`config.mk`:
```
export PLATFORM = sky130hd
export DESIGN_NAME = tsim_div_stage
export DESIGN_NICKNAME = d
export VERILOG_FILES = /design/src/sv/tsim_pkg.sv /design/src/sv/tsim_div_stage.sv
export SDC_FILE = /design/constraint.sdc
export NUM_CORES = 1
export LEC_CHECK = 0
export ABC_AREA = 1
export ABC_CLOCK_PERIOD_IN_PS = 27400
export BUFFER_PORTS_ARGS = -buffer_cell sky130_fd_sc_hd__buf_4
export CELL_PAD_IN_SITES_DETAIL_PLACEMENT = 0
export CELL_PAD_IN_SITES_GLOBAL_PLACEMENT = 1
export CORE_ASPECT_RATIO = 1.1
export CORE_MARGIN = 4
export CORE_UTILIZATION = 35
export DETAILED_ROUTE_END_ITERATION = 12
export PLACE_DENSITY = 0.75
export SLEW_MARGIN = 20
export SYNTH_ARGS = -nofsm -noshare
export SYNTH_HDL_FRONTEND = slang
export SYNTH_SLANG_ARGS = --single-unit
```
`constraint.sdc`:
```
create_clock -name clk_i -period 27.4 [get_ports clk_i]
set_clock_uncertainty 0.2 [all_clocks]
set_input_delay 6.85 -clock clk_i [delete_from_list [all_inputs] [get_ports clk_i]]
set_output_delay 6.85 -clock clk_i [all_outputs]
set_load 0.05 [all_outputs]
```
`src/sv/tsim_pkg.sv`:
```
// Shared types and constants of the tensor slice index map unit.
`timescale 1ns / 1ps
package tsim_pkg;

  localparam int unsigned MaxDims   = 4;
  localparam int unsigned ExtW      = 16;
  localparam int unsigned IdxW      = 32;
  localparam int unsigned CfgW      = 64;
  localparam int unsigned RankW     = 3;
  localparam int unsigned CfgIdxW   = 3;
  localparam int unsigned StrW      = 48;
  localparam int unsigned DvsW      = IdxW + 1;
  localparam int unsigned DivBits   = 4;
  localparam int unsigned DivStages = IdxW / DivBits;

  localparam logic [DvsW-1:0] IdxLimit = {1'b1, {IdxW{1'b0}}};

  typedef enum logic [CfgIdxW-1:0] {
    CFG_RANK      = 3'd0,
    CFG_IN_SHAPE  = 3'd1,
    CFG_OUT_SHAPE = 3'd2,
    CFG_START     = 3'd3,
    CFG_STEP      = 3'd4
  } cfg_idx_e;

  // Values derived from the configuration registers.
  typedef struct packed {
    logic [MaxDims-1:0]             used;
    logic [MaxDims-1:0][DvsW-1:0]   dvs;
    logic [MaxDims-1:0][StrW-1:0]   istr;
    logic [DvsW-1:0]                out_size;
    logic [DvsW-1:0]                in_size;
    logic [MaxDims-1:0][ExtW-1:0]   start;
    logic [MaxDims-1:0][ExtW-1:0]   step;
  } drv_t;

  // One item on its way through the division stages.
  typedef struct packed {
    logic [IdxW-1:0]              oidx;
    logic [IdxW-1:0]              rem;
    logic [IdxW-1:0]              pr;
    logic [MaxDims-1:0][IdxW-1:0] coord;
  } item_t;

endpackage

```
`src/sv/tsim_div_stage.sv`:
```
// One pipeline stage of the restoring divider: four quotient bits of one dimension.
`timescale 1ns / 1ps
module tsim_div_stage #(
  parameter int unsigned Dim  = 0,
  parameter int unsigned Step = 0
) (
  input  logic                        clk_i,
  input  logic                        rst_ni,
  input  logic                        valid_i,
  output logic                        ready_o,
  input  tsim_pkg::item_t             item_i,
  input  logic [tsim_pkg::DvsW-1:0]   dvs_i,
  output logic                        valid_o,
  input  logic                        ready_i,
  output tsim_pkg::item_t             item_o
);

  localparam int unsigned IW = tsim_pkg::IdxW;
  localparam int unsigned DB = tsim_pkg::DivBits;
  localparam int unsigned Hi = IW - 1 - Step * DB;

  tsim_pkg::item_t nxt;
  logic            valid_q;
  tsim_pkg::item_t item_q;

  always_comb begin
    logic [IW-1:0] pr;
    logic [IW:0]   t;
    logic [DB-1:0] bits;
    logic [DB-1:0] q;
    nxt  = item_i;
    pr   = (Step == 0) ? '0 : item_i.pr;
    bits = item_i.rem[Hi -: DB];
    q    = '0;
    for (int j = 0; j < DB; j++) begin
      t    = {pr, bits[DB-1]};
      bits = {bits[DB-2:0], 1'b0};
      // A zero divisor never subtracts, so its coordinate stays zero.
      if ((dvs_i != '0) && (t >= dvs_i)) begin
        pr = IW'(t - dvs_i);
        q  = {q[DB-2:0], 1'b1};
      end else begin
        pr = t[IW-1:0];
        q  = {q[DB-2:0], 1'b0};
      end
    end
    nxt.coord[Dim][Hi -: DB] = q;
    nxt.pr                   = pr;
    if (Step == tsim_pkg::DivStages - 1) begin
      nxt.rem = pr;
    end
  end

  assign ready_o = !valid_q || ready_i;

  always_ff @(posedge clk_i or negedge rst_ni) begin
    if (!rst_ni) begin
      valid_q <= 1'b0;
    end else if (ready_o) begin
      valid_q <= valid_i;
    end
  end

  always_ff @(posedge clk_i) begin
    if (ready_o && valid_i) begin
      item_q <= nxt;
    end
  end

  assign valid_o = valid_q;
  assign item_o  = item_q;

endmodule

```
==> results of run 1 <==
-- cell usage after synthesis (all sizes together) (6+ instances only) --
| library cell | n |
|---|---|
| a31oi | 7 |
| a21boi | 6 |
| and2 | 35 |
| nand3b | 11 |
| xor2 | 32 |
| inv | 273 |
| ha | 101 |
| nand2 | 594 |
| xnor2 | 24 |
| nand4 | 28 |
| o21ai | 41 |
| buf | 22 |
| a21oi | 86 |
| o21bai | 13 |
| nor3 | 18 |
| o21a | 8 |
| nand3 | 171 |
| a21o | 8 |
| nor2 | 182 |
| edfxtp | 224 |
-- worst max path at each step --
stage	from	to	slack (ps)	cells past startpoint
final	dvs_i[28]	item_o[148]$_DFFE_PP_	10850	46
after global routing	dvs_i[28]	item_o[148]$_DFFE_PP_	9930	46
after CTS	dvs_i[29]	item_o[148]$_DFFE_PP_	10860	46
after detailed placement	dvs_i[29]	item_o[148]$_DFFE_PP_	10340	46
after global placement	dvs_i[29]	item_o[148]$_DFFE_PP_	10380	46
after floorplan	valid_i	item_o[0]$_DFFE_PP_	8680	2
-- layout make-up --
type                       count  share of cell area (%)
timing repair buffer         455                    17.2
antenna                        3                  0.0376
clock inverter                12                   0.420
clock buffer                  28                    2.98
sequential                   225                    33.8
inverter                     273                    5.14
multi-input combinational   1383                    36.9
tap                          574                    3.60
-- metrics by stage --
stage / utilization [%] / total power (uW) / area (sq um)
after detailed placement: 44.5 / 597 / 19300
after global routing: 46.1 / 913 / 20000
after floorplan: - / 528 / 15300
after CTS: 46.1 / 886 / 20000
after global placement: 44.5 / 596 / 19300
final: 46.1 / 880 / 20000
-- worst min-delay path: stages, from the launching register on --
cell     delay, ps
dfrtp_1        430
nand2_1        110
nand2_1         60
-- power breakdown --
group          leakage, uW  switching, uW  total, uW  internal [uW]
clock             0.000331            126        290            163
sequential         0.00216           5.26        406            401
combinational      0.00770            126        184           58.1
-- layer usage --
layer / track usage, % / wire, microns / vias up
met5: 0 / 67 / -
met1: 32.1 / 25800 / 6862
met4: 8.08 / 2110 / 14
met2: 41.3 / 28600 / 505
met3: 4.59 / 4320 / 92
li1: - / - / 7191
-- flip-flops by register name, summed over array words and instances, names as in the netlist --
signal,count
item_o,224
valid_o,1
-- cell families (layout without fill, tap and decap cells) --
| group | after synthesis | after routing |
|---|---|---|
| buf+inv | 298 | 768 |
| simple gates | 1049 | 1049 |
| other cells | 0 | 3 |
| fa+ha+maj | 104 | 104 |
| xor+xnor | 56 | 56 |
| compound gates | 174 | 174 |
| flops | 225 | 225 |
==> results by group, run 1 <==
Floorplan
  – CORE AREA: 43,300 sq um
  – Initial Util: 35.3%
  – Die ar.: 47,100 sq um
  – Die Wd: 207 microns
  – Num rows: 80
  – I/O pin cnt: 487
  – Die height: 227 microns

Cells and area
  – Layout area overhead: 30.5%
  – Non-Filler Instances: 2,953
  – Net count reported at finish: 2,726
  – Filler cell count in the final layout: 4,295
  – Layout cells sized above 1: 22.3%
  – Multi-input gate area: 7370 sq um
  – Commonest non-fill, non-tap cells in the layout: 580 x nand2_1, 454 x buf_4, 267 x inv_1
  – Reg area: 6750 sq um
  – Commonest non-fill, non-tap cell in the layout: nand2_1

Synthesis
  – Yosys warnings: 0
  – Post-Synth Adder-Cell Area: 8.65%
  – Post-synth EDFFs: 224
  – Ranking of synthesized cells by area: edfxtp_1 44%, nand2_1 14%, ha_1 8.3%
  – Synth Flop Type: edfxtp_1
  – Flip-flop and latch count after synthesis: 225
  – Largest family of logic cells by synthesized area: simple AND/OR/NAND/NOR gates
  – Post-synth ARST share: 0.444%
  – Post-synthesis compound-gate area fraction: 6.48%
  – Post-Synth XOR/XNOR Area: 3.20%
  – Area share of the largest cell type after synthesis: 43.9%
  – Post-synthesis simple-gate area fraction: 29.7%
  – Synth area leader: edfxtp_1
  – Mapped Cells: 1,906
  – Multiplexer share of the synthesized area: 0%
  – Avg Cell Area, Syn: 8.03 sq um
  – Syn Nets: 2,271
  – Synth unique cells: 47
  – Post-synthesis sequential area ratio: 44.1%
  – Syn Std Cell Area: 15,300 sq um

Detailed routing
  – Via count: 14,700
  – Wire per inst: 20.6 microns
  – Vias per cell: 4.97
  – Post-route DRC: 0
  – Initial DRC Count: 1,116
  – DRT Pass-1 Iters: 6
  – DRT antenna net count: 0
  – Drt total wl: 60,900 microns

Global route
  – Initial antenna violation count: 13
  – Global-route wire length before repair: 87,600 microns
  – Number of global-route vias before repair: 14,100
  – Largest net degree at the start of global routing: 182
  – GRT overflow: 0
  – Total GRT Usage: 24.5%

Timing
  – Max Transition Viols Final: 0
  – Final setup violation count: 0
  – Slew HR: 32.4%
  – Fmax: 60.4 MHz
  – Least-Margin Pin Slew: 1010 ps
  – RSZ-0062 raised after global routing: no
  – Final Cycle Share: 60.4%
  – Tmin final: 16,550 ps
  – Sum Neg Setup Slack: 0 ps
  – Final hold violation count: 0
  – Fin Hold WS: 440 ps
  – Worst Setup Slack, final: 10,850 ps

Place
  – RePlAce Congestion: 0.967
  – IO buf count: 450
  – HPWL after detailed placement: 51,800 microns
  – Dpl cells: 2,910
  – Setup slack at placement: 10,340 ps

Critical path
  – Crit-path leading delay family: simple AND/OR/NAND/NOR gates
  – CP arrival: 16,720 ps
  – Crit path launch type: input pin
  – RR Endpoint: item_o[82]$_DFFE_PP_
  – Crit Path Max Fanout: 34
  – Slowest CP cell: nor4_1
  – Worst Path Buf+Inv: 6
  – Path depth of the worst reg2reg path: 2
  – Reg2reg setup slack: 25,340 ps
  – Top cell by count, worst path: nand2_1
  – Reg2reg start: valid_o$_DFFE_PN0N_
  – Crit. End Element: flop
  – Critical Path RT: 27,570 ps
  – CP max stage delay: 720 ps
  – Crit path kind: input pin to flop

Clocking
  – Max Root-Sink Buffers: 3
  – CTS Sinks: 225
  – Clock Latency Late Sink: 510 ps
  – H-tree levels: 1
  – CTS buffer count: 23
  – Clock Pin Slew Worst Setup and Hold Paths: 60 ps
  – Post-CTS Setup Bufs: 0
  – Clock root buffer master: clkbuf_16
  – Post_cts resized: 0
  – Hold buffer count at cts: 0
  – CTS tree: built

Flow run
  – Max-cap violation count: 0

Status
  – Status: complete, no violations

Power
  – P_leak: 0.0102 uW
  – Pwr dens: 44.0 nW/um^2
  – VDD IR-drop max: 0.0000308 V

Min path
  – Beginning of the worst hold path: valid_o$_DFFE_PN0N_
  – Worst hold stages: 2
  – Hold Crit Class: flop to flop
  – Hold Path Sink: valid_o$_DFFE_PN0N_
(Power assumes the default switching activity.)
==> run 2: changes to the inputs <==
--- a/config.mk
+++ b/config.mk
@@ -5,8 +5,8 @@
 export SDC_FILE = /design/constraint.sdc
 export NUM_CORES = 1
 export LEC_CHECK = 0
-export ABC_AREA = 1
-export ABC_CLOCK_PERIOD_IN_PS = 27400
+export ABC_AREA = 0
+export ABC_CLOCK_PERIOD_IN_PS = 14600
 export BUFFER_PORTS_ARGS = -buffer_cell sky130_fd_sc_hd__buf_4
 export CELL_PAD_IN_SITES_DETAIL_PLACEMENT = 0
 export CELL_PAD_IN_SITES_GLOBAL_PLACEMENT = 1
@@ -14,7 +14,7 @@
 export CORE_MARGIN = 4
 export CORE_UTILIZATION = 35
 export DETAILED_ROUTE_END_ITERATION = 12
-export PLACE_DENSITY = 0.75
+export PLACE_DENSITY = 0.76
 export SLEW_MARGIN = 20
 export SYNTH_ARGS = -nofsm -noshare
 export SYNTH_HDL_FRONTEND = slang
==> constraint.sdc (replaced) <==
create_clock -name clk_i -period 14.6 [get_ports clk_i]
set_clock_uncertainty 0.2 [all_clocks]
set_input_delay 3.65 -clock clk_i [delete_from_list [all_inputs] [get_ports clk_i]]
set_output_delay 3.65 -clock clk_i [all_outputs]
set_load 0.05 [all_outputs]
==> run 2 against run 1 <==
  * Total power rose by 100%
  * Combinational power is 84% higher
  * Routed wire length down 4.4%
==> results by group, run 2 <==
Min path
  – Hold Crit Class: flop to flop
  – Worst hold stages: 2

Critical path
  – Crit Path Max Fanout: 35
  – Crit path launch type: input pin
  – Top cell by count, worst path: o21ai_1
  – Crit-path leading delay family: compound AO/OA/AOI/OAI gates
  – Beginning of the critical path: dvs_i[12]
  – CP Depth: 40
  – Worst Path Buf+Inv: 7
  – Crit path to: item_o[152]$_DFFE_PP_
  – Crit path kind: input pin to flop
  – Path depth of the worst reg2reg path: 3
  – RR Endpoint: item_o[146]$_DFFE_PP_
  – Crit. End Element: flop
  – Reg2reg start: valid_o$_DFFE_PN0N_
  – Slowest CP cell: nor4_4
  – CP max stage delay: 390 ps
  – Reg2reg setup slack: 11,570 ps
  – CP arrival: 12,820 ps
  – Critical Path RT: 14,650 ps

Timing
  – Least-Margin Pin Slew: 1090 ps
  – Fmax: 78.3 MHz
  – RSZ-0062 raised after global routing: no
  – Tmin final: 12,770 ps
  – Final Cycle Share: 87.5%
  – Slew HR: 27.5%
  – Max Transition Viols Final: 0
  – Final setup violation count: 0
  – Final hold violation count: 0
  – Sum Neg Setup Slack: 0 ps

Flow run
  – Max-cap violation count: 0

Synthesis
  – Area share of the largest cell type after synthesis: 48.7%
  – Syn Std Cell Area: 13,800 sq um
  – Post-synth EDFFs: 224
  – Avg Cell Area, Syn: 11.0 sq um
  – List of most frequent post-synthesis cells: 224 x edfxtp_1, 114 x a21oi_1, 101 x ha_1, 97 x nand2_1, 89 x nor2_1
  – Synth unique cells: 94
  – Post-synth ARST share: 0.444%
  – Syn Nets: 1,621
  – Yosys warnings: 0
  – Flip-flop and latch count after synthesis: 225
  – Most frequent cell after synthesis: edfxtp_1
  – Synth Flop Type: edfxtp_1
  – Post-synthesis sequential area ratio: 48.9%
  – Synth area leader: edfxtp_1
  – Mapped Cells: 1,256
  – Ranking of synthesized cells by area: edfxtp_1 49%, ha_1 9.2%, a21oi_1 4.1%

Detailed routing
  – Vias per cell: 5.36
  – Drt total wl: 58,200 microns
  – DRT antenna net count: 0
  – Via count: 12,300
  – DRT Pass-1 Iters: 5
  – Initial DRC Count: 784
  – Post-route DRC: 0
  – Wire per inst: 25.4 microns

Floorplan
  – CORE AREA: 39,100 sq um
  – Die ar.: 42,700 sq um
  – I/O pin cnt: 487
  – Num rows: 76
  – Die height: 216 microns
  – Initial Util: 35.3%
  – Die Wd: 197 microns

Power
  – P_leak: 0.00841 uW
  – Pwr dens: 92.9 nW/um^2
  – VDD IR-drop max: 0.000112 V

Clocking
  – CTS Sinks: 225
  – CTS buffer count: 26
  – H-tree levels: 1
  – Post_cts resized: 0
  – Max Root-Sink Buffers: 3
  – Post-CTS Setup Bufs: 0
  – CTS tree: built
  – Clock Latency Late Sink: 510 ps
  – Clock root buffer master: clkbuf_16
  – Hold buffer count at cts: 0
  – Clock Pin Slew Worst Setup and Hold Paths: 60 ps

Place
  – HPWL after detailed placement: 48,400 microns
  – RePlAce Congestion: 0.920
  – IO buf count: 450
  – Cell Area, Placed: 18,100 sq um

Global route
  – Global-route wire length before repair: 81,500 microns
  – Initial antenna violation count: 6
  – Number of global-route vias before repair: 12,000
  – GRT overflow: 0
  – Largest net degree at the start of global routing: 83
  – Total GRT Usage: 25.9%

Cells and area
  – Commonest non-fill, non-tap cell in the layout: buf_4
  – Post-route design area: 18,900 sq um
  – Commonest non-fill, non-tap cells in the layout: 511 x buf_4, 224 x edfxtp_1, 114 x a21oi_1
  – Max FFs per register: 224
  – Layout cells sized above 1: 35.2%
  – Layout area overhead: 37.2%
  – Final Util: 48.5%
  – Net count reported at finish: 2,125

Status
  – Status: complete, no violations
-- run 2: changes by cell type in the layout (fill, tap and decap cells not counted), sizes merged, moves of 21 or more --
cell / delta
a21oi: +31
and2: -21
o21ai: +52
nor2: -90
nand3: -146
buf: +59
a31oi: +27
nand2: -497
inv: -212
-- run 2: cells by family after synthesis --
kind of cell / count (synthesis) / share of synthesized area [%]
AO/OA/AOI/OAI: 394 / 19.5
XOR/XNOR: 63 / 4.05
adder cells (fa/ha/maj): 104 / 9.59
buffers and inverters: 99 / 3.57
flip-flops: 225 / 48.9
multiplexers: 20 / 1.63
AND/OR/NAND/NOR: 351 / 12.8
-- run 2: through the flow --
stage	std cells	total power, uW	hold WS, ps	setup WS, ps
final	2291	1760	480	1830
after floorplan	1256	975	975	2700
after CTS	2287	1780	478	1900
after global placement	2239	1110	421	1390
after global routing	2291	1830	503	1130
after detailed placement	2239	1120	458	1370
-- run 2: worst min path at each step --
stage,startpoint,slack (ps),to
6_report,valid_o$_DFFE_PN0N_,480,valid_o$_DFFE_PN0N_
5_1_grt,valid_o$_DFFE_PN0N_,500,valid_o$_DFFE_PN0N_
4_1_cts,valid_o$_DFFE_PN0N_,480,valid_o$_DFFE_PN0N_
3_5_place_dp,valid_o$_DFFE_PN0N_,460,valid_o$_DFFE_PN0N_
3_3_place_gp,valid_o$_DFFE_PN0N_,420,valid_o$_DFFE_PN0N_
2_1_floorplan,valid_o$_DFFE_PN0N_,980,valid_o$_DFFE_PN0N_
-- run 2: worst register-to-register path, delay by kind of cell (launching register included) --
kind,cells,cell delay (ps)
flops,1,420
simple gates,2,1070
buf+inv,1,920
-- run 2: cell type report --
type,instances,area (sq um)
clock buffer,34,702
antenna,4,10.0
tap,507,634
timing repair buffer,514,3900
fill,3696,20100
inverter,61,231
sequential,225,6750
clock inverter,14,156
multi-input combinational,932,6560
-- run 2: layer usage --
metal | vias to the layer above | routed length, microns | track usage, %
met5 | - | 14 | 0
met4 | 2 | 2640 | 11.1
met3 | 93 | 4370 | 5.88
met2 | 474 | 26900 | 41.7
met1 | 5919 | 24200 | 33.5
li1 | 5800 | - | -
-- run 2: power breakdown --
group	internal [uW]	total, uW	switching, uW
clock	393	656	263
sequential	752	766	13.3
combinational	112	339	226
